`src/rtl/core/tpbm_pkg.sv`:
```
// Shared types and constants for the tilt PD balance mixer.
// No dependencies; every other file of the block imports this package.
package tpbm_pkg;

  // Field widths
  localparam int TILT_W     = 17;
  localparam int GAIN_W     = 16;
  localparam int CORR_W     = GAIN_W + 1;
  localparam int OFFSET_W   = 18;
  localparam int CFG_IDX_W  = 3;
  localparam int CFG_DATA_W = 16;

  // Fixed-point scaling: P term is lifted by 2^8 to meet the 2^24 scale of the D term,
  // and the correction is rounded back to Q8.8 by dropping 16 bits.
  localparam int PTERM_SHIFT = 8;
  localparam int FRAC_W      = 16;
  localparam int ROUND_HALF  = 32768;

  localparam int TICK_RATE_HZ_DEF = 50;

  // Configuration register indexes
  typedef enum logic [CFG_IDX_W-1:0] {
    CFG_ENABLE   = 3'd0,
    CFG_KP       = 3'd1,
    CFG_KD       = 3'd2,
    CFG_DEADBAND = 3'd3,
    CFG_MAX_CORR = 3'd4
  } tpbm_cfg_idx_t;

  // Register values used by each axis pipe
  typedef struct packed {
    logic [GAIN_W-1:0] kp;
    logic [GAIN_W-1:0] kd;
    logic [GAIN_W-1:0] deadband;
    logic [GAIN_W-1:0] max_corr;
  } tpbm_cfg_t;

  // Per-stage load enables of the pipeline
  typedef struct packed {
    logic ld0;
    logic ld1;
    logic ld2;
    logic ld3;
  } tpbm_adv_t;

endpackage

```
`src/rtl/core/tpbm_if.sv`:
```
// Valid/ready channel interfaces for the tilt PD balance mixer.
// Depends on tpbm_pkg for the field widths.
interface tpbm_in_if import tpbm_pkg::*; ();
  logic                     valid;
  logic                     ready;
  logic                     held;
  logic signed [TILT_W-1:0] pitch_tilt;
  logic signed [TILT_W-1:0] roll_tilt;

  modport source (output valid, held, pitch_tilt, roll_tilt, input ready);
  modport sink   (input valid, held, pitch_tilt, roll_tilt, output ready);
endinterface

interface tpbm_out_if import tpbm_pkg::*; ();
  logic                       valid;
  logic                       ready;
  logic signed [OFFSET_W-1:0] front_left_offset;
  logic signed [OFFSET_W-1:0] front_right_offset;
  logic signed [OFFSET_W-1:0] back_left_offset;
  logic signed [OFFSET_W-1:0] back_right_offset;

  modport source (output valid, front_left_offset, front_right_offset,
                  back_left_offset, back_right_offset, input ready);
  modport sink   (input valid, front_left_offset, front_right_offset,
                  back_left_offset, back_right_offset, output ready);
endinterface

```
`src/rtl/core/tpbm_axis.sv`:
```
// One axis of the PD controller: deadband, difference, P and D products,
// rounding and clamp, as a four-register pipeline. Depends on tpbm_pkg.
module tpbm_axis import tpbm_pkg::*; #(
  parameter int TICK_RATE_HZ = TICK_RATE_HZ_DEF
) (
  input  logic                     clk,
  input  logic                     rst_n,
  input  tpbm_adv_t                adv,
  input  logic                     active,
  input  logic signed [TILT_W-1:0] tilt,
  input  tpbm_cfg_t                cfg,
  output logic signed [CORR_W-1:0] corr
);

  localparam int DIFF_W  = TILT_W + 1;
  localparam int TICK_W  = $clog2(TICK_RATE_HZ + 1) + 1;
  localparam int RATE_W  = DIFF_W + TICK_W;
  localparam int DPROD_W = RATE_W + GAIN_W + 1;
  localparam int PPROD_W = TILT_W + GAIN_W + 1;
  localparam int PTERM_W = PPROD_W + PTERM_SHIFT;
  localparam int SUM_W   = ((PTERM_W > DPROD_W) ? PTERM_W : DPROD_W) + 3;
  localparam int C_W     = SUM_W - FRAC_W;
  localparam logic signed [TICK_W-1:0] TICK_S = TICK_W'(TICK_RATE_HZ);

  logic signed [TILT_W-1:0]  prev_r, prev_nxt;
  logic signed [TILT_W-1:0]  v_r, v_nxt;
  logic signed [DIFF_W-1:0]  d_r, d_nxt;
  logic signed [RATE_W-1:0]  rate_r, rate_nxt;
  logic signed [PPROD_W-1:0] pprod_r, pprod_nxt;
  logic signed [PPROD_W-1:0] pterm_r;
  logic signed [DPROD_W-1:0] dprod_r, dprod_nxt;
  logic signed [CORR_W-1:0]  corr_r, corr_nxt;

  logic signed [DIFF_W-1:0]  tilt_x;
  logic        [TILT_W-1:0]  mag;
  logic signed [SUM_W-1:0]   sum, rnd;
  logic signed [C_W-1:0]     c, lim;

  // Deadband and difference against the previous kept value;
  // an inactive tick carries no difference, so its correction is zero
  always_comb begin
    tilt_x   = DIFF_W'(tilt);
    mag      = tilt_x[DIFF_W-1] ? TILT_W'(-tilt_x) : TILT_W'(tilt_x);
    v_nxt    = (active && (mag >= TILT_W'(cfg.deadband))) ? tilt : '0;
    d_nxt    = active ? (DIFF_W'(v_nxt) - DIFF_W'(prev_r)) : '0;
    prev_nxt = v_nxt;
  end

  // Previous value advances on every accepted transaction
  always_ff @(posedge clk) begin
    if (!rst_n) begin
      prev_r <= '0;
    end else if (adv.ld0) begin
      prev_r <= prev_nxt;
    end
  end

  // Stage products
  always_comb begin
    rate_nxt  = RATE_W'(d_r) * RATE_W'(TICK_S);
    pprod_nxt = PPROD_W'(v_r) * PPROD_W'($signed({1'b0, cfg.kp}));
    dprod_nxt = DPROD_W'(rate_r) * DPROD_W'($signed({1'b0, cfg.kd}));
  end

  // Negate, round to nearest Q8.8 and clamp
  always_comb begin
    sum = (SUM_W'(pterm_r) <<< PTERM_SHIFT) + SUM_W'(dprod_r);
    rnd = -sum + SUM_W'(ROUND_HALF);
    c   = rnd[SUM_W-1:FRAC_W];
    lim = C_W'($signed({1'b0, cfg.max_corr}));
    if (c > lim) begin
      corr_nxt = CORR_W'(lim);
    end else if (c < -lim) begin
      corr_nxt = CORR_W'(-lim);
    end else begin
      corr_nxt = CORR_W'(c);
    end
  end

  // Pipeline payload registers
  always_ff @(posedge clk) begin
    if (adv.ld0) begin
      v_r <= v_nxt;
      d_r <= d_nxt;
    end
    if (adv.ld1) begin
      rate_r  <= rate_nxt;
      pprod_r <= pprod_nxt;
    end
    if (adv.ld2) begin
      dprod_r <= dprod_nxt;
      pterm_r <= pprod_r;
    end
    if (adv.ld3) begin
      corr_r <= corr_nxt;
    end
  end

  assign corr = corr_r;

endmodule

```
`src/rtl/core/tpbm_mixer.sv`:
```
// Mixes pitch and roll corrections into the four hip offsets.
// Depends on tpbm_pkg for widths.
module tpbm_mixer import tpbm_pkg::*; (
  input  logic signed [CORR_W-1:0]   pitch_adj,
  input  logic signed [CORR_W-1:0]   roll_adj,
  output logic signed [OFFSET_W-1:0] front_left,
  output logic signed [OFFSET_W-1:0] front_right,
  output logic signed [OFFSET_W-1:0] back_left,
  output logic signed [OFFSET_W-1:0] back_right
);

  logic signed [OFFSET_W-1:0] pc, rc;

  // Sum and difference of the two axes
  always_comb begin
    pc          = OFFSET_W'(pitch_adj);
    rc          = OFFSET_W'(roll_adj);
    front_left  = pc - rc;
    front_right = pc + rc;
    back_left   = -pc - rc;
    back_right  = -pc + rc;
  end

endmodule

```
`src/rtl/core/tilt_pd_balance_mixer_top.sv`:
```
// Tilt PD balance mixer: two axis pipes, mixer and output register.
// A result is valid once its transaction has passed the axis pipe stages and the output register.
// Throughput: one transaction per cycle; a stage holds while the next is full and stalled.
// Reset (synchronous, rst_n low): config registers, previous tilts and valid bits clear.
// Depends on tpbm_pkg, tpbm_if, tpbm_axis and tpbm_mixer.
module tilt_pd_balance_mixer_top import tpbm_pkg::*; #(
  parameter int TICK_RATE_HZ = TICK_RATE_HZ_DEF
) (
  input  logic                  clk,
  input  logic                  rst_n,
  tpbm_in_if.sink               in_ch,
  tpbm_out_if.source            out_ch,
  input  logic                  cfg_we,
  input  logic [CFG_IDX_W-1:0]  cfg_index,
  input  logic [CFG_DATA_W-1:0] cfg_data
);

  logic       enable_r;
  tpbm_cfg_t  cfg_r;
  logic [3:0] vld_r, vld_nxt;
  logic       out_vld_r, out_vld_nxt;
  logic [4:0] rdy;
  logic       ld_out;
  tpbm_adv_t  adv;

  logic signed [CORR_W-1:0]   pitch_adj, roll_adj;
  logic signed [OFFSET_W-1:0] fl, fr, bl, br;
  logic signed [OFFSET_W-1:0] fl_r, fr_r, bl_r, br_r;

  // Configuration writes
  always_ff @(posedge clk) begin
    if (!rst_n) begin
      enable_r <= 1'b0;
      cfg_r    <= '0;
    end else if (cfg_we) begin
      unique case (cfg_index)
        CFG_ENABLE:   enable_r       <= cfg_data[0];
        CFG_KP:       cfg_r.kp       <= cfg_data;
        CFG_KD:       cfg_r.kd       <= cfg_data;
        CFG_DEADBAND: cfg_r.deadband <= cfg_data;
        CFG_MAX_CORR: cfg_r.max_corr <= cfg_data;
        default:      ;
      endcase
    end
  end

  // Per-stage ready chain and load enables
  always_comb begin
    rdy[4]   = !out_vld_r || out_ch.ready;
    rdy[3]   = !vld_r[3] || rdy[4];
    rdy[2]   = !vld_r[2] || rdy[3];
    rdy[1]   = !vld_r[1] || rdy[2];
    rdy[0]   = !vld_r[0] || rdy[1];
    adv.ld0  = in_ch.valid && rdy[0];
    adv.ld1  = vld_r[0] && rdy[1];
    adv.ld2  = vld_r[1] && rdy[2];
    adv.ld3  = vld_r[2] && rdy[3];
    ld_out   = vld_r[3] && rdy[4];
    vld_nxt[0]  = adv.ld0 || (vld_r[0] && !adv.ld1);
    vld_nxt[1]  = adv.ld1 || (vld_r[1] && !adv.ld2);
    vld_nxt[2]  = adv.ld2 || (vld_r[2] && !adv.ld3);
    vld_nxt[3]  = adv.ld3 || (vld_r[3] && !ld_out);
    out_vld_nxt = ld_out || (out_vld_r && !out_ch.ready);
  end

  assign in_ch.ready = rdy[0];

  // Hold stage occupancy
  always_ff @(posedge clk) begin
    if (!rst_n) begin
      vld_r     <= '0;
      out_vld_r <= 1'b0;
    end else begin
      vld_r     <= vld_nxt;
      out_vld_r <= out_vld_nxt;
    end
  end

  tpbm_axis #(.TICK_RATE_HZ(TICK_RATE_HZ)) u_pitch (
    .clk    (clk),
    .rst_n  (rst_n),
    .adv    (adv),
    .active (enable_r && !in_ch.held),
    .tilt   (in_ch.pitch_tilt),
    .cfg    (cfg_r),
    .corr   (pitch_adj)
  );

  tpbm_axis #(.TICK_RATE_HZ(TICK_RATE_HZ)) u_roll (
    .clk    (clk),
    .rst_n  (rst_n),
    .adv    (adv),
    .active (enable_r && !in_ch.held),
    .tilt   (in_ch.roll_tilt),
    .cfg    (cfg_r),
    .corr   (roll_adj)
  );

  tpbm_mixer u_mixer (
    .pitch_adj   (pitch_adj),
    .roll_adj    (roll_adj),
    .front_left  (fl),
    .front_right (fr),
    .back_left   (bl),
    .back_right  (br)
  );

  // Output register
  always_ff @(posedge clk) begin
    if (ld_out) begin
      fl_r <= fl;
      fr_r <= fr;
      bl_r <= bl;
      br_r <= br;
    end
  end

  assign out_ch.valid              = out_vld_r;
  assign out_ch.front_left_offset  = fl_r;
  assign out_ch.front_right_offset = fr_r;
  assign out_ch.back_left_offset   = bl_r;
  assign out_ch.back_right_offset  = br_r;

  // An accepted transaction always lands in the first stage
  a_accept_fills: assert property (@(posedge clk) disable iff (!rst_n)
    in_ch.valid && in_ch.ready |=> vld_r[0])
    else $error("accepted transaction not captured in first stage");

  // Diagonal offsets are exact negatives of each other
  a_mix_symmetry: assert property (@(posedge clk) disable iff (!rst_n)
    out_vld_r |-> ((fl_r + br_r) == '0) && ((fr_r + bl_r) == '0))
    else $error("hip offsets lost their mixing symmetry");

  // A full output stage that is not drained blocks the last pipeline stage
  a_no_overrun: assert property (@(posedge clk) disable iff (!rst_n)
    out_vld_r && !out_ch.ready && vld_r[3] |=> vld_r[3] && out_vld_r)
    else $error("result dropped while output stalled");

endmodule

```
`src/flat_wrapper.sv`:
```
// flat-port wrapper written by rule: the top's interface ports become plain ports
module tilt_pd_balance_mixer_top_flat import tpbm_pkg::*;
#(
  parameter int TICK_RATE_HZ = TICK_RATE_HZ_DEF
)
  (clk, rst_n, cfg_we, cfg_index, cfg_data, in_ch_valid, in_ch_held, in_ch_pitch_tilt, in_ch_roll_tilt, in_ch_ready, out_ch_valid, out_ch_front_left_offset, out_ch_front_right_offset, out_ch_back_left_offset, out_ch_back_right_offset, out_ch_ready);
  tpbm_in_if in_ch_i ();
  tpbm_out_if out_ch_i ();
  input  logic clk;
  input  logic rst_n;
  input  logic cfg_we;
  input  logic [CFG_IDX_W-1:0] cfg_index;
  input  logic [CFG_DATA_W-1:0] cfg_data;
  input wire logic [$bits(in_ch_i.valid)-1:0] in_ch_valid;
  input wire logic [$bits(in_ch_i.held)-1:0] in_ch_held;
  input wire logic [$bits(in_ch_i.pitch_tilt)-1:0] in_ch_pitch_tilt;
  input wire logic [$bits(in_ch_i.roll_tilt)-1:0] in_ch_roll_tilt;
  output wire logic [$bits(in_ch_i.ready)-1:0] in_ch_ready;
  output wire logic [$bits(out_ch_i.valid)-1:0] out_ch_valid;
  output wire logic [$bits(out_ch_i.front_left_offset)-1:0] out_ch_front_left_offset;
  output wire logic [$bits(out_ch_i.front_right_offset)-1:0] out_ch_front_right_offset;
  output wire logic [$bits(out_ch_i.back_left_offset)-1:0] out_ch_back_left_offset;
  output wire logic [$bits(out_ch_i.back_right_offset)-1:0] out_ch_back_right_offset;
  input wire logic [$bits(out_ch_i.ready)-1:0] out_ch_ready;
  assign in_ch_i.valid = in_ch_valid;
  assign in_ch_i.held = in_ch_held;
  assign in_ch_i.pitch_tilt = in_ch_pitch_tilt;
  assign in_ch_i.roll_tilt = in_ch_roll_tilt;
  assign in_ch_ready = in_ch_i.ready;
  assign out_ch_valid = out_ch_i.valid;
  assign out_ch_front_left_offset = out_ch_i.front_left_offset;
  assign out_ch_front_right_offset = out_ch_i.front_right_offset;
  assign out_ch_back_left_offset = out_ch_i.back_left_offset;
  assign out_ch_back_right_offset = out_ch_i.back_right_offset;
  assign out_ch_i.ready = out_ch_ready;
  tilt_pd_balance_mixer_top #(.TICK_RATE_HZ(TICK_RATE_HZ)) u_core (.clk(clk), .rst_n(rst_n), .in_ch(in_ch_i), .out_ch(out_ch_i), .cfg_we(cfg_we), .cfg_index(cfg_index), .cfg_data(cfg_data));
endmodule
```
`config.mk`:
```
export PLATFORM = sky130hd
export DESIGN_NAME = tilt_pd_balance_mixer_top_flat
export DESIGN_NICKNAME = d
export VERILOG_FILES = /design/src/rtl/core/tpbm_pkg.sv /design/src/rtl/core/tpbm_if.sv /design/src/rtl/core/tpbm_axis.sv /design/src/rtl/core/tpbm_mixer.sv /design/src/rtl/core/tilt_pd_balance_mixer_top.sv /design/src/flat_wrapper.sv
export SDC_FILE = /design/constraint.sdc
export NUM_CORES = 2
export LEC_CHECK = 0
export ABC_CLOCK_PERIOD_IN_PS = 13600
export BUFFER_PORTS_ARGS = -buffer_cell sky130_fd_sc_hd__buf_4
export CAP_MARGIN = 40
export CORE_MARGIN = 3
export CORE_UTILIZATION = 55
export CTS_BUF_LIST = sky130_fd_sc_hd__clkbuf_4 sky130_fd_sc_hd__clkbuf_8
export CTS_CLUSTER_DIAMETER = 80
export DETAILED_ROUTE_END_ITERATION = 7
export PLACE_DENSITY_LB_ADDON = 0.1
export SLEW_MARGIN = 20
export SYNTH_ARGS = -nofsm -noshare
export SYNTH_HDL_FRONTEND = slang
export SYNTH_SLANG_ARGS = --single-unit
export TNS_END_PERCENT = 1
```
`constraint.sdc`:
```
create_clock -name clk -period 13.6 [get_ports clk]
set_input_delay 2.04 -clock clk [delete_from_list [all_inputs] [get_ports clk]]
set_output_delay 2.04 -clock clk [all_outputs]
set_load 0.01 [all_outputs]
```
==> impl_metrics.yaml <==
grt:
  busiest_layer: "met2"
  overflow: 0
  use_met3_pct: 3.60
  track_usage_pct: 28.4
  antenna_found_initial: 14
  met1_usage_pct: 38.7
  grt_max_degree: 74
  grt_pass1_vias: 61900
  global_route.usage.met2_pct: 45.9
  grt_pass1_wl_mm: 347
clocking:
  htreeDepth: 3
  post_cts_buffers: 0
  clk_pin_slew_ns: 0.06
  cts_buffers: 100
  cts_buffer_depth: 3
  cts_resized: 0
  root_buffer: "clkbuf_8"
  clk_latency_ns: 0.84
  holdBufCountCts: 0
  cts.sinks: 543
  cts_tree: "built"
timing:
  finClkSkew_ns: 0.0746
  setup_tns_ns: 0
  relSlewSlack_pct: 39.2
  drv_slew: 0
  min_period_ns: 8.04
  finalCritPeriodShare_pct: 59.1
  setup_viol: 0
  fmax_ghz: 0.124
  finalHoldViolations: 0
  tightest_slew_ns: 0.889
  rsz0062_at_grt: "false"
synth:
  ys_seq_elements: 543
  async_flop_share_pct: 0
  netlist_instances: 8925
  yosys_warnings: 0
  syn_area_sq_um: 83900
  synth_nets: 11200
  synth.avg_cell_area_sq_um: 9.40
  synth_cell_types: 87
  synth_ff_type: "edfxtp_1"
  seq_area_frac_synth_pct: 18.2
  synth-edff-count: 439
routing:
  wl_per_cell_um: 19.7
  drc: 3
  finalWirelength_mm: 218
  ant_nets: 0
  dr.pass1.iters: 8
  via_per_inst: 5.43
  vias: 59900
  drtIter0Drc: 3578
power_and_ir_drop:
  cellLeakagePower_nw: 44.3
  power_density_nw_per_um2: 62.9
  irDropWorstVdd_mv: 0.0665
floorplan:
  die_h_um: 397
  initial_core_util_pct: 55.7
  die_w_um: 397
  placementRows: 142
  core_sq_um: 151000
  die_area_sq_um: 157000
  ioPinCount: 133
worst_hold_path:
  holdPathStages: 0
  hp-class: "flip-flop to flip-flop"
  hold_path_startpoint: "u_core.u_pitch.pprod_r[14]"
  holdPathEnd: "u_core.u_pitch.pterm_r[14]"
cells_and_area:
  drive_gt1_share_pct: 5.02
  nets: 11200
  area.growth.synth_to_final_pct: 6.63
  final_util_pct: 59.4
status:
  violations: "design-rule violations"
  status: "finished with violations"
worst_setup_path:
  cp_slowest_cell: "dfxtp_1"
  path_class: "flip-flop to flip-flop"
  critPathLaunchType: "flip-flop"
  rr_endpoint: "u_core.u_pitch.pprod_r[33]"
  reg2reg_depth: 25
  cp_max_fo: 21
  arrival_ns: 8.62
  endpoint_kind: "flip-flop"
  max_stage_delay_ns: 0.67
  cp_data_required_time_ns: 14.17
  crit_path_frequent_cell: "fa_1"
  rrSetupSlack_ns: 5.56
  r2r-start: "u_core.cfg_r[55]"
place:
  port_buffers: 132
  dp_hpwl_mm: 175
  place.gp.congestion: 0.927
job:
  maxCapViolations: 0
==> worst max path at each step <==
stage / startpoint / end / slack [ns] / depth (start not counted)
final: u_core.cfg_r[55] / u_core.u_pitch.pprod_r[33] / 5.56 / 25
after global routing: in_ch_pitch_tilt[0] / u_core.u_pitch.d_r[17] / 5.30 / 28
after CTS: u_core.cfg_r[55] / u_core.u_pitch.pprod_r[33] / 5.68 / 25
after detailed placement: in_ch_pitch_tilt[0] / u_core.u_pitch.d_r[16] / 5.11 / 29
after global placement: in_ch_pitch_tilt[0] / u_core.u_pitch.d_r[17] / 5.09 / 28
after floorplan: out_ch_ready / u_core.u_pitch.pprod_r[0] / 2.01 / 4
==> sequential cells by signal, indices dropped and copies added, names as in the netlist <==
name	count
u_core.cfg_r	64
u_core.u_pitch.pprod_r	34
u_core.u_roll.pprod_r	34
u_core.vld_r	4
u_core.u_pitch.prev_r	17
u_core.u_roll.pterm_r	34
u_core.u_pitch.rate_r	24
u_core.u_roll.d_r	18
u_core.u_pitch.pterm_r	34
u_core.enable_r	1
u_core.out_ch.back_right_offset	18
u_core.u_pitch.v_r	17
u_core.u_pitch.corr	17
u_core.out_ch.valid	1
u_core.u_roll.corr	17
u_core.u_pitch.dprod_r	41
u_core.u_pitch.d_r	18
u_core.out_ch.front_left_offset	17
u_core.u_roll.prev_r	17
u_core.out_ch.front_right_offset	17
u_core.u_roll.v_r	17
u_core.u_roll.rate_r	24
u_core.u_roll.dprod_r	41
u_core.out_ch.back_left_offset	17
==> critical path, delay by kind of cell, from the launching register on <==
family,cells,cell delay [ns]
fa+ha+maj,7,3.18
compound gates,11,3.04
flops,1,0.67
buf+inv,5,0.61
simple gates,1,0.19
xor+xnor,1,0.10
==> synthesized netlist by cell type, types with 10 or more instances <==
master    instances  area, sq um
fa_1           1350        27000
mux2i_1          37          370
a21boi_0         95          713
nor3_1           86          430
a22o_1           35          307
nand3_1          62          310
and2_1          600         3750
clkbuf_1        300         1130
o41ai_1          14          123
and3_1           39          244
a211oi_1         42          315
a31oi_1          31          194
nand4_1          38          238
inv_1          2099         7880
a21o_1          114          856
o211ai_1         13         97.6
o21a_1           64          480
or3_1            25          156
xnor2_1         279         2440
or2_2            10         62.6
o21bai_1         56          420
ha_1            865        10800
a21oi_1         264         1320
nor2_1          232          871
o22ai_1          16          100
nor2b_1          67          419
nand2_1        1047         3930
nand2b_1         37          231
dfxtp_1         104         2080
xor2_1           79          692
o31ai_1          21          158
edfxtp_1        439        13200
nor4_1           15         93.8
o21ai_0         178          891
==> logic make-up (layout without fill, tap and decap cells) <==
logic type      Yosys count  count (layout)  share of synthesized area (%)
buf+inv                2415            2501                           10.9
simple gates           2293            2293                           13.2
fa+ha+maj              2215            2215                           45.1
compound gates         1063            1063                           8.45
flops                   543             543                           18.2
xor+xnor                358             358                           3.74
mux                      38              38                          0.455
other cells               0              12                              0
==> where the power goes <==
part           switching, W  internal (W)
sequential         0.000122       0.00190
combinational       0.00108      0.000682
clock              0.000797       0.00104
==> area by class of cell <==
type | instances | area [sq um]
Inverter | 2099 | 7880
Tap cell | 2016 | 2520
Fill cell | 13400 | 61200
Antenna cell | 12 | 30.0
Sequential cell | 543 | 15300
Multi-Input combinational cell | 5967 | 59600
Clock inverter | 55 | 636
Clock buffer | 135 | 1690
Timing Repair Buffer | 212 | 1840
==> metal layers <==
layer	up-vias	wire length [um]
met5	-	0
met4	0	10100
met3	350	12800
met2	1633	102000
met1	30200	93000
li1	27700	-
==> metrics by stage <==
step                cells  power, W  hold WS, ns  cell area, sq um  setup slack [ns]
global placement    10800   0.00375        0.403             86600              5.09
CTS                 11000   0.00566        0.369             89200              5.68
detailed placement  10800   0.00380        0.405             86800              5.11
finish              11000   0.00562        0.373             89400              5.56
global route        11000   0.00596        0.389             89400              5.30
floorplan            8925   0.00323        0.400             83900              2.01
==> layout by cell type (no fill, tap or decap), types with 39 or more instances in the layout <==
cell      count
dfxtp_1      93
xnor2_1     279
a21oi_1     264
nand2_1    1047
ha_1        865
xor2_1       79
o21bai_1     56
nand3_1      62
buf_4       188
fa_1       1350
and2_1      600
a211oi_1     41
nor2_1      232
inv_1      2099
nor3_1       86
clkbuf_8    108
o21ai_0     178
and3_1       39
edfxtp_1    439
a21o_1      114
nor2b_1      64
o21a_1       64
a21boi_0     93
Note: power is estimated with default switching activity, not from simulation.
